## src/hw/rtl/b64sc_pkg.sv

```systemverilog
// ----------------------------------------------------------------------------
// b64sc_pkg
// shared types, constants and character mapping functions of the base64 codec
// ----------------------------------------------------------------------------
package b64sc_pkg;

    localparam logic [7:0] PAD_CHAR   = 8'd61;  // '='
    localparam logic [6:0] SEXTET_PAD = 7'd64;
    localparam logic [6:0] SEXTET_BAD = 7'd65;

    localparam logic MODE_ENCODE = 1'b0;
    localparam logic MODE_DECODE = 1'b1;

    // group being gathered
    typedef struct packed {
        logic [23:0] bits;
        logic [1:0]  count;
        logic [1:0]  pad;
    } t_group;

    // up to four result words made by one item
    typedef struct packed {
        logic [3:0][7:0] bytes;     // word 0 in bytes[0]
        logic [1:0]      last_idx;  // index of the final word
        logic            last;
        logic            bad;
    } t_result;

    // alphabet character of a sextet
    function automatic logic [7:0] char_of(input logic [5:0] v);
        logic [7:0] w;
        w = {2'b00, v};
        if (v < 6'd26) begin
            return w + 8'd65;
        end else if (v < 6'd52) begin
            return w + 8'd71;       // 'a' - 26
        end else if (v < 6'd62) begin
            return w - 8'd4;        // '0' - 52
        end else if (v == 6'd62) begin
            return 8'd43;           // '+'
        end else begin
            return 8'd47;           // '/'
        end
    endfunction

    // sextet of a character, SEXTET_PAD for '=', SEXTET_BAD otherwise
    function automatic logic [6:0] sextet_of(input logic [7:0] ch);
        if (ch >= 8'd65 && ch <= 8'd90) begin
            return 7'(ch - 8'd65);
        end else if (ch >= 8'd97 && ch <= 8'd122) begin
            return 7'(ch - 8'd71);
        end else if (ch >= 8'd48 && ch <= 8'd57) begin
            return 7'(ch + 8'd4);
        end else if (ch == 8'd43) begin
            return 7'd62;
        end else if (ch == 8'd47) begin
            return 7'd63;
        end else if (ch == PAD_CHAR) begin
            return SEXTET_PAD;
        end else begin
            return SEXTET_BAD;
        end
    endfunction

endpackage

```

## src/hw/rtl/b64sc_in_if.sv

```systemverilog
// ----------------------------------------------------------------------------
// b64sc_in_if
// input word channel of the base64 codec: valid/ready with byte and last flag
// ----------------------------------------------------------------------------
interface b64sc_in_if;
    logic       valid;
    logic       ready;
    logic [7:0] in_byte;
    logic       in_last;

    modport source (output valid, output in_byte, output in_last, input ready);
    modport sink   (input valid, input in_byte, input in_last, output ready);
endinterface

```

## src/hw/rtl/b64sc_out_if.sv

```systemverilog
// ----------------------------------------------------------------------------
// b64sc_out_if
// result word channel of the base64 codec: valid/ready with byte and flags
// ----------------------------------------------------------------------------
interface b64sc_out_if;
    logic       valid;
    logic       ready;
    logic [7:0] out_byte;
    logic       out_last;
    logic       bad_input;

    modport source (output valid, output out_byte, output out_last, output bad_input,
                    input ready);
    modport sink   (input valid, input out_byte, input out_last, input bad_input,
                    output ready);
endinterface

```

## src/hw/rtl/b64sc_group_logic.sv

```systemverilog
// ----------------------------------------------------------------------------
// b64sc_group_logic
// folds one word into the current group and builds the result words
// ----------------------------------------------------------------------------
module b64sc_group_logic (
    input  b64sc_pkg::t_group  i_group,
    input  logic               i_mode,
    input  logic [7:0]         i_byte,
    input  logic               i_last,
    output b64sc_pkg::t_group  o_group,
    output logic               o_emit,
    output b64sc_pkg::t_result o_res
);

    logic [23:0] enc_bits;
    logic [2:0]  enc_cnt;
    logic [6:0]  sext;
    logic        is_pad;
    logic        dec_bad;
    logic [23:0] dec_bits;
    logic [1:0]  dec_pad;

    always_comb begin
        // encode: byte lands at its place in the group
        enc_bits = i_group.bits;
        unique case (i_group.count)
            2'd0:    enc_bits[23:16] = i_byte;
            2'd1:    enc_bits[15:8]  = i_byte;
            default: enc_bits[7:0]   = i_byte;
        endcase
        enc_cnt = {1'b0, i_group.count} + 3'd1;

        // decode: classify and place the sextet
        sext    = b64sc_pkg::sextet_of(i_byte);
        is_pad  = (sext == b64sc_pkg::SEXTET_PAD);
        dec_bad = (sext == b64sc_pkg::SEXTET_BAD)
               || (is_pad && i_group.count < 2'd2)
               || (!is_pad && i_group.pad != 2'd0);
        dec_bits = i_group.bits;
        dec_pad  = i_group.pad;
        if (is_pad) begin
            dec_pad = i_group.pad + 2'd1;
        end else begin
            unique case (i_group.count)
                2'd0:    dec_bits[23:18] = sext[5:0];
                2'd1:    dec_bits[17:12] = sext[5:0];
                2'd2:    dec_bits[11:6]  = sext[5:0];
                default: dec_bits[5:0]   = sext[5:0];
            endcase
        end

        o_group  = '0;
        o_emit   = 1'b0;
        o_res    = '0;
        o_res.last = i_last;

        if (i_mode == b64sc_pkg::MODE_ENCODE) begin
            if (enc_cnt == 3'd3 || i_last) begin
                o_emit          = 1'b1;
                o_res.last_idx  = 2'd3;
                o_res.bytes[0]  = b64sc_pkg::char_of(enc_bits[23:18]);
                o_res.bytes[1]  = b64sc_pkg::char_of(enc_bits[17:12]);
                o_res.bytes[2]  = (enc_cnt >= 3'd2) ? b64sc_pkg::char_of(enc_bits[11:6])
                                                    : b64sc_pkg::PAD_CHAR;
                o_res.bytes[3]  = (enc_cnt >= 3'd3) ? b64sc_pkg::char_of(enc_bits[5:0])
                                                    : b64sc_pkg::PAD_CHAR;
            end else begin
                o_group.bits  = enc_bits;
                o_group.count = enc_cnt[1:0];
            end
        end else begin
            if (dec_bad) begin
                // invalid character: single error word, group dropped
                o_emit    = 1'b1;
                o_res.bad = 1'b1;
            end else if (i_group.count == 2'd3) begin
                o_emit         = 1'b1;
                o_res.last_idx = 2'd2 - dec_pad;
                o_res.bytes[0] = dec_bits[23:16];
                o_res.bytes[1] = dec_bits[15:8];
                o_res.bytes[2] = dec_bits[7:0];
            end else if (i_last) begin
                // message ends inside a group
                o_emit    = 1'b1;
                o_res.bad = 1'b1;
            end else begin
                o_group.bits  = dec_bits;
                o_group.count = i_group.count + 2'd1;
                o_group.pad   = dec_pad;
            end
        end
    end

endmodule

```

## src/hw/rtl/b64sc_out_ser.sv

```systemverilog
// ----------------------------------------------------------------------------
// b64sc_out_ser
// result register that hands out the words of one group, one per cycle while the receiver is ready
// ----------------------------------------------------------------------------
module b64sc_out_ser (
    input  logic               i_clk,
    input  logic               i_rst_n,
    input  logic               i_load,
    input  b64sc_pkg::t_result i_res,
    output logic               o_free,
    b64sc_out_if.source        o_out
);

    logic               r_valid, n_valid;
    logic [1:0]         r_idx, n_idx;
    b64sc_pkg::t_result r_res, n_res;
    logic               take;
    logic               at_end;

    assign take   = r_valid && o_out.ready;
    assign at_end = (r_idx == r_res.last_idx);
    assign o_free = !r_valid || (take && at_end);

    always_comb begin
        n_valid = r_valid;
        n_idx   = r_idx;
        n_res   = r_res;
        if (take) begin
            if (at_end) begin
                n_valid = 1'b0;
            end else begin
                n_idx = r_idx + 2'd1;
            end
        end
        if (i_load) begin
            n_valid = 1'b1;
            n_idx   = 2'd0;
            n_res   = i_res;
        end
    end

    always_ff @(posedge i_clk) begin
        if (!i_rst_n) begin
            r_valid <= 1'b0;
            r_idx   <= 2'd0;
        end else begin
            r_valid <= n_valid;
            r_idx   <= n_idx;
        end
    end

    always_ff @(posedge i_clk) begin
        r_res <= n_res;
    end

    assign o_out.valid     = r_valid;
    assign o_out.out_byte  = r_res.bytes[r_idx];
    assign o_out.out_last  = r_res.last && at_end;
    assign o_out.bad_input = r_res.bad;

endmodule

```

## src/hw/rtl/base64_stream_codec_top.sv

```systemverilog
// ----------------------------------------------------------------------------
// base64_stream_codec_top
// base64 stream encoder and decoder with a mode register and word channels
// ----------------------------------------------------------------------------
// output: the first result word of a group is valid in the cycle after the
//   word that completes the group (or fails) is taken
// throughput: one result word per cycle while the receiver is ready; a new
//   input word is taken whenever the result register is empty or hands out
//   its final word, so encode input is paced by the register's four-word drain
// reset: synchronous, active low; clears the mode to encode and the group state
//   and empties the result register
// ----------------------------------------------------------------------------
module base64_stream_codec_top (
    input  logic        i_clk,
    input  logic        i_rst_n,
    input  logic        i_cfg_wr_en,
    input  logic        i_cfg_wr_data,
    b64sc_in_if.sink    i_in,
    b64sc_out_if.source o_out
);

    // mode register and group being gathered
    logic              r_mode;
    b64sc_pkg::t_group r_group, n_group;

    // combinational fold of the incoming word
    b64sc_pkg::t_group  grp_next;
    logic               grp_emit;
    b64sc_pkg::t_result grp_res;

    logic ser_free;
    logic accept;

    // ready only tracks the result register, never the payload
    assign i_in.ready = ser_free;
    assign accept     = i_in.valid && ser_free;

    b64sc_group_logic u_group (
        .i_group (r_group),
        .i_mode  (r_mode),
        .i_byte  (i_in.in_byte),
        .i_last  (i_in.in_last),
        .o_group (grp_next),
        .o_emit  (grp_emit),
        .o_res   (grp_res)
    );

    // group state moves on each accepted word; a mode write starts afresh
    always_comb begin
        n_group = r_group;
        if (i_cfg_wr_en) begin
            n_group = '0;
        end else if (accept) begin
            n_group = grp_next;
        end
    end

    always_ff @(posedge i_clk) begin
        if (!i_rst_n) begin
            r_mode  <= b64sc_pkg::MODE_ENCODE;
            r_group <= '0;
        end else begin
            if (i_cfg_wr_en) begin
                r_mode <= i_cfg_wr_data;
            end
            r_group <= n_group;
        end
    end

    // result register and word-by-word hand-out
    b64sc_out_ser u_ser (
        .i_clk   (i_clk),
        .i_rst_n (i_rst_n),
        .i_load  (accept && grp_emit),
        .i_res   (grp_res),
        .o_free  (ser_free),
        .o_out   (o_out)
    );

endmodule

```

## src/flat_wrapper.sv

```systemverilog
// flat-port wrapper written by rule: the top's interface ports become plain ports
module base64_stream_codec_top_flat 
  (i_clk, i_rst_n, i_cfg_wr_en, i_cfg_wr_data, i_in_valid, i_in_in_byte, i_in_in_last, i_in_ready, o_out_valid, o_out_out_byte, o_out_out_last, o_out_bad_input, o_out_ready);
  b64sc_in_if i_in_i ();
  b64sc_out_if o_out_i ();
  input  logic i_clk;
  input  logic i_rst_n;
  input  logic i_cfg_wr_en;
  input  logic i_cfg_wr_data;
  input wire logic [$bits(i_in_i.valid)-1:0] i_in_valid;
  input wire logic [$bits(i_in_i.in_byte)-1:0] i_in_in_byte;
  input wire logic [$bits(i_in_i.in_last)-1:0] i_in_in_last;
  output wire logic [$bits(i_in_i.ready)-1:0] i_in_ready;
  output wire logic [$bits(o_out_i.valid)-1:0] o_out_valid;
  output wire logic [$bits(o_out_i.out_byte)-1:0] o_out_out_byte;
  output wire logic [$bits(o_out_i.out_last)-1:0] o_out_out_last;
  output wire logic [$bits(o_out_i.bad_input)-1:0] o_out_bad_input;
  input wire logic [$bits(o_out_i.ready)-1:0] o_out_ready;
  assign i_in_i.valid = i_in_valid;
  assign i_in_i.in_byte = i_in_in_byte;
  assign i_in_i.in_last = i_in_in_last;
  assign i_in_ready = i_in_i.ready;
  assign o_out_valid = o_out_i.valid;
  assign o_out_out_byte = o_out_i.out_byte;
  assign o_out_out_last = o_out_i.out_last;
  assign o_out_bad_input = o_out_i.bad_input;
  assign o_out_i.ready = o_out_ready;
  base64_stream_codec_top u_core (.i_clk(i_clk), .i_rst_n(i_rst_n), .i_cfg_wr_en(i_cfg_wr_en), .i_cfg_wr_data(i_cfg_wr_data), .i_in(i_in_i), .o_out(o_out_i));
endmodule
```

## config.mk

```make
export PLATFORM = sky130hd
export DESIGN_NAME = base64_stream_codec_top_flat
export DESIGN_NICKNAME = d
export VERILOG_FILES = /design/src/hw/rtl/b64sc_pkg.sv /design/src/hw/rtl/b64sc_in_if.sv /design/src/hw/rtl/b64sc_out_if.sv /design/src/hw/rtl/b64sc_group_logic.sv /design/src/hw/rtl/b64sc_out_ser.sv /design/src/hw/rtl/base64_stream_codec_top.sv /design/src/flat_wrapper.sv
export SDC_FILE = /design/constraint.sdc
export NUM_CORES = 1
export LEC_CHECK = 0
export BUFFER_PORTS_ARGS = -buffer_cell sky130_fd_sc_hd__buf_2
export CORE_MARGIN = 4
export CORE_UTILIZATION = 45
export CTS_BUF_LIST = sky130_fd_sc_hd__clkbuf_4 sky130_fd_sc_hd__clkbuf_8 sky130_fd_sc_hd__clkbuf_16
export CTS_CLUSTER_DIAMETER = 60
export DETAILED_ROUTE_END_ITERATION = 10
export REMOVE_ABC_BUFFERS = 1
export SLEW_MARGIN = 20
export SYNTH_ARGS = -nofsm -noshare
export SYNTH_HDL_FRONTEND = slang
export SYNTH_SLANG_ARGS = --single-unit
```

## constraint.sdc

```tcl
create_clock -name i_clk -period 6.39 [get_ports i_clk]
set_clock_uncertainty 0.2 [all_clocks]
set_input_delay 1.278 -clock i_clk [delete_from_list [all_inputs] [get_ports i_clk]]
set_output_delay 1.278 -clock i_clk [all_outputs]
set_load 0.02 [all_outputs]
```

# Word level (Yosys, flattened, before mapping)
# Cells that the tools add are included.
# totals
ff_bits,68
in_bits,15
out_inout_bits,12
wordCells,157
# op_classes
n_addsub,20
order_cmp,22
eq_ne,14
muxes,55
bitwise,4
n_reduce_logical,28
# ops
op,n
26-bit two-way mux,6
8-bit two-way mux,17
28-bit two-way mux,3
6-bit by 7-bit adder with 8-bit output (second input constant),8
6-bit less-than comparator (second input constant),8
7-bit two-way mux,5
6-bit two-way mux,5
6-bit by 3-bit subtractor with 7-bit output (second input constant),4
6-bit equality test (second input constant),4
8-bit by 6-bit equality test with 1-bit output (second input constant),3
6-bit by 5-bit less-than comparator with 1-bit output (second input constant),4
24-bit two-way mux,1
8-bit binary-select mux with 2-bit select,1
8-bit by 7-bit >= comparator with 1-bit output (second input constant),2
8-bit by 7-bit <= comparator with 1-bit output (second input constant),2
7-bit equality test (second input constant),2
7-bit subtractor (second input constant),2
3-bit two-way mux,4
1-bit two-way mux,11
1-bit logical AND,10
8-bit by 6-bit >= comparator with 1-bit output (second input constant),1
8-bit by 6-bit <= comparator with 1-bit output (second input constant),1
2-bit OR reduction,4
7-bit by 3-bit adder with 7-bit output (second input constant),1
18 further kinds,34

# Logic depth before layout (Yosys ltp)
# logic_depth
word_depth,16
depth_mapped,14
mapped_depth_nobuf,12

# Cells and area by module
# A second synthesis with hierarchy kept.
# hier_totals
hier_cells,687
area_unflattened_um2,6055.8
# by_module_without_submodules
mod,n_inst,cells_each,area_each_um2,seq_area_each_um2
b64sc_group_logic,1,487,3316.9,0.0
b64sc_out_ser,1,68,1463.9,1141.1
base64_stream_codec_top,1,132,1275.0,580.6

# Least setup slack after synthesis
# No wires, ideal clock.
# synth_path
kind,input to register
from,in i_in_in_byte[0]
to,reg u_core.u_ser.r_res (netlist bit u_core.u_ser.o_out.bad_input) (enable)
arrival_ps,3918
t_required_ps,5799
path_slack_ps,1882
cell_stages,10
cell_sequence,clkbuf_1 inv_1 ha_1 and2b_2 o21ai_1 o21a_1 o31ai_1 and3_1 nand2_1 inv_1
# synth_between
elab_chain_cells,14
word_cells_on_any_way,31
# synth_rtl
element,line_no,rtl
"start, declared",flat_wrapper.sv:11,input wire logic [$bits(i_in_i.in_byte)-1:0] i_in_in_byte;
8-bit by 6-bit equality test with 1-bit output,b64sc_pkg.sv:58,end else if (ch == PAD_CHAR) begin
1-bit two-way mux,b64sc_pkg.sv:58,
7-bit two-way mux,b64sc_pkg.sv:56,end else if (ch == 8'd47) begin
7-bit two-way mux,b64sc_pkg.sv:54,end else if (ch == 8'd43) begin
7-bit two-way mux,b64sc_pkg.sv:52,end else if (ch >= 8'd48 && ch <= 8'd57) begin
7-bit two-way mux,b64sc_pkg.sv:50,end else if (ch >= 8'd97 && ch <= 8'd122) begin
7-bit two-way mux *,b64sc_pkg.sv:48,if (ch >= 8'd65 && ch <= 8'd90) begin
7-bit equality test,b64sc_group_logic.sv:35,is_pad = (sext == b64sc_pkg::SEXTET_PAD);
1-bit logical AND / 1-bit zero test (equally long branches),"b64sc_group_logic.sv:37, b64sc_group_logic.sv:38",
1-bit logical OR / 1-bit logical AND (equally long branches),"b64sc_group_logic.sv:37, b64sc_group_logic.sv:38",
1-bit logical OR *,b64sc_group_logic.sv:38,|| (!is_pad && i_group.pad != 2'd0);
1-bit two-way mux *,b64sc_group_logic.sv:72,if (dec_bad) begin
1-bit two-way mux *,b64sc_group_logic.sv:57,if (i_mode == b64sc_pkg::MODE_ENCODE) begin
1-bit logical AND *,base64_stream_codec_top.sv:74,".i_load (accept && grp_emit),"
via u_core.u_ser.i_load,b64sc_out_ser.sv:8,"input logic i_load,"
"end signal, assigned",b64sc_out_ser.sv:53,r_res <= n_res;
"end, declared",b64sc_out_ser.sv:16,"b64sc_pkg::t_result r_res, n_res;"
# Mark *: on every way through the listed nets, which the timed path passes. The rest lies on a longest branch.
# A chain may end at the register's enable or synchronous reset.

# Worst setup path after layout
# layout_path
from,in i_in_in_byte[0]
to,reg u_core.u_ser.r_res[32] (netlist name) (enable)
# Same word-level chain as after synthesis.

==> summary.md <==
| Metric | Value |
|---|---|
| Status | `finished clean` |
| Synth Area in XOR/XNOR | `0.02584` |
| Number of global-route vias before repair | `4818` |
| Number of DRC markers in iteration 0 | `519` |
| Compound-Gate Fraction of Synth Area | `0.3000` |
| First-pass GRT wire length | `26950 um` |
| Rel. slew slack | `0.3235` |
| CTS root buffer | `clkbuf_16` |
| Mean Syn Cell Area | `8.963 um2` |
| Pwr Density | `211.6 nW/um2` |
| Initial Util | `0.4585` |
| Maximum fanout along the worst path | `36` |
| Total core area | `12570 um2` |
| RSZ-0062 raised after global routing | `false` |
| Peak VDD IR | `0.1049 mV` |
| ANT nets after route | `0` |
| Adder-cell share of the synthesized area | `0.07599` |
| Average wire per standard cell | `20.68 um` |
| Predominant post-synthesis flop cell | `edfxtp_1` |
| Post-Route WL | `17000 um` |
| Number of enable flip-flop cells after synthesis | `36` |
| PortBufs | `26` |
| Remaining DRCs | `0` |
| CP cell instances | `buf_2 -> inv_1 -> ha_1 -> and2b_2 -> o21ai_1 -> o21a_1 -> o31ai_1 -> and3_1 -> nand2_1 -> inv_1 -> buf_4` |
| Row cnt | `41` |
| Async set-reset flop share out of synthesis | `0` |
| Cells after synthesis | `643` |
| Die Y | `121.2 um` |
| Diode count | `0` |
| Overall fraction of global-route tracks in use | `0.2347` |
| P_leak | `2.472 nW` |
| Area of the multi-input gates | `3735 um2` |
| Fin nets | `695` |
| FF+latch area | `1722 um2` |
| Leading area contributor after synthesis | `edfxtp_1` |
| Area delta synth->final | `9.835%` |
| Worst Setup End Kind | `register` |
| Simple-gate share of the synthesized area | `0.1424` |
| Final setup fails | `0` |
| CTS buffer count | `9` |
| Total chip power | `0.001340 W` |
| Post-CTS setup buffer count | `0` |
| GRT Residual Overflow | `0` |
| Netlist cell types | `71` |
| I/O pin count | `27` |
| Slew @ Worst Pin | `1.007 ns` |
| Register area share after synthesis | `0.2987` |
| Post-synth top area share | `0.1876` |
| Data arrival time of the worst path | `4.19 ns` |
| CP max stage cell | `o31ai_1` |
| Pin count of the biggest net entering global routing | `55` |
| Max incr delay on CP | `0.50 ns` |
| Slew Viols, Final | `0` |
| Yosys warning total | `0` |
| Fin. Hold Viols | `0` |
| Yosys reg bits | `68` |
| Main combinational cell family by area after synthesis | `compound AO/OA/AOI/OAI gates` |
| CTS tree | `done` |
| Layout fillers | `1171` |
| GPL Wtd Cong | `0.8682` |
| Cts hold-fix bufs | `0` |
| CP delay by family, top | `compound AO/OA/AOI/OAI gates` |
| H-tree depth | `3` |
| Hold WC Path Type | `register to register` |
| Largest cells by area after synthesis | `edfxtp_1 (19%), dfxtp_1 (11%), ha_1 (7.6%), mux2i_1 (4.9%), a21oi_1 (4.2%)` |
| Post-DP HPWL | `12240 um` |
| WP buf/inv | `4` |
| Synthesized area | `5763 um2` |
| Vias | `5299` |
| Fmax | `226.8 MHz` |
| Clock Path Buffers | `2` |
| Die width | `121.2 um` |
| Final setup TNS | `0 ns` |
| Final cycle utilization of the critical path | `0.6900` |
| Vias per std cell | `6.446` |
| Met3 wire length | `1100 um` |
| Share of cells above drive strength 1 | `0.1369` |
| Top sig layer | `met4` |
| Met1 Wirelength | `7877 um` |
| Setup CP Type | `input port to register` |
| TritonCTS Sinks | `68` |
| Commonest cells in the synthesized netlist | `a21oi_1 (48), edfxtp_1 (36), o21ai_0 (36)` |
| Reg clk slew, reported paths | `0.06 ns` |
| Worst hold margin | `0.3142 ns` |
| Tmin final | `4.409 ns` |
| Mux cell area share after synthesis | `0.1014` |
| 1st-pass router iterations | `5` |
| Most numerous cell in the Yosys netlist | `a21oi_1` |
| # resized after CTS | `0` |
| Worst skew pair latency | `0.34 ns` |
| Met2 WL | `7806 um` |
| Initial antenna violation count | `0` |
| Critical Path Start Type | `input port` |
| Worst Path Required | `6.17 ns` |
| Total die area | `14680 um2` |
| Most used cell, CP | `inv_1` |
| MaxCap Viol Count | `0` |
-- cells by family (layout without fill, tap and decap cells) --
family / count (synthesis) / in the layout
compound gates: 245 / 245
simple gates: 156 / 156
buf+inv: 75 / 82
flops: 68 / 68
mux: 47 / 47
fa+ha+maj: 35 / 35
xor+xnor: 17 / 17
-- flip-flops by register name (all words and copies together), names as in the netlist --
| signal | flops |
|---|---|
| u_core.u_ser.o_out.bad_input | 1 |
| u_core.r_group | 28 |
| u_core.u_ser.r_res | 35 |
| u_core.u_ser.o_out.valid | 1 |
| u_core.r_mode | 1 |
| u_core.u_ser.r_idx | 2 |
-- final cells by class --
cell class	count	share of cell area
Clock inverter	7	0.01819
Clock buffer	9	0.03558
Timing Repair Buffer	36	0.03242
Inverter	30	0.01779
Sequential cell	68	0.2720
Multi-Input combinational cell	500	0.5900
Tap cell	172	0.03400
-- metrics by stage --
step	util	worst slack (ns)	cell area (um2)	instances
6_report	0.5036	1.981	6330	822
2_1_floorplan	-	1.959	5555	598
5_1_grt	0.5036	1.766	6330	822
4_1_cts	0.5036	2.044	6330	822
3_3_place_gp	0.4766	1.824	5989	806
3_5_place_dp	0.4766	1.679	5989	806
-- placed cells by master, fill, tap and decap left out, drive strengths merged, types with 6 or more instances in the layout --
cell and n:
and2 7, o21ai 41, clkbuf 9, inv 30, o21a 6, o22ai 15, a22oi 20, o211a 20
ha 35, nand3 18, o221ai 22, nand2 33, mux2 11, mux2i 28, buf 36, nor3 15
xnor2 15, a31oi 10, o31ai 10, edfxtp 36, a21oi 48, a211oi 6, nor2 34, dfxtp 32
mux4 8, nand2b 9
-- path summary, 6_finish.rpt --
path | start | to | slack (ns) | depth (start not counted)
setup / recovery | i_in_in_byte[0] | u_core.u_ser.r_res[32]$_SDFFCE_PP0P_ | 1.98 | 11
hold / removal | u_core.r_group[1]$_SDFFE_PP0P_ | u_core.r_group[1]$_SDFFE_PP0P_ | 0.31 | 1
setup reg to reg | u_core.r_group[3]$_SDFFE_PP0P_ | u_core.u_ser.r_res[30]$_SDFFCE_PP0P_ | 2.22 | 13
hold reg to reg | u_core.r_group[1]$_SDFFE_PP0P_ | u_core.r_group[1]$_SDFFE_PP0P_ | 0.31 | 1
-- metal layers --
metal / GRT usage / vias to the layer above
li1: - / 2516
met1: 0.3480 / 2567
met2: 0.3626 / 199
met3: 0.03497 / 17
met4: 0.05182 / 0
met5: 0 / -
-- power breakdown --
part / internal [W] / leakage (nW) / switching (W)
combinational: 0.0000976 / 1.70 / 0.000175
sequential: 0.000487 / 0.605 / 0.0000150
clock: 0.000379 / 0.165 / 0.000186
Note: power is estimated with default switching activity, not from simulation.
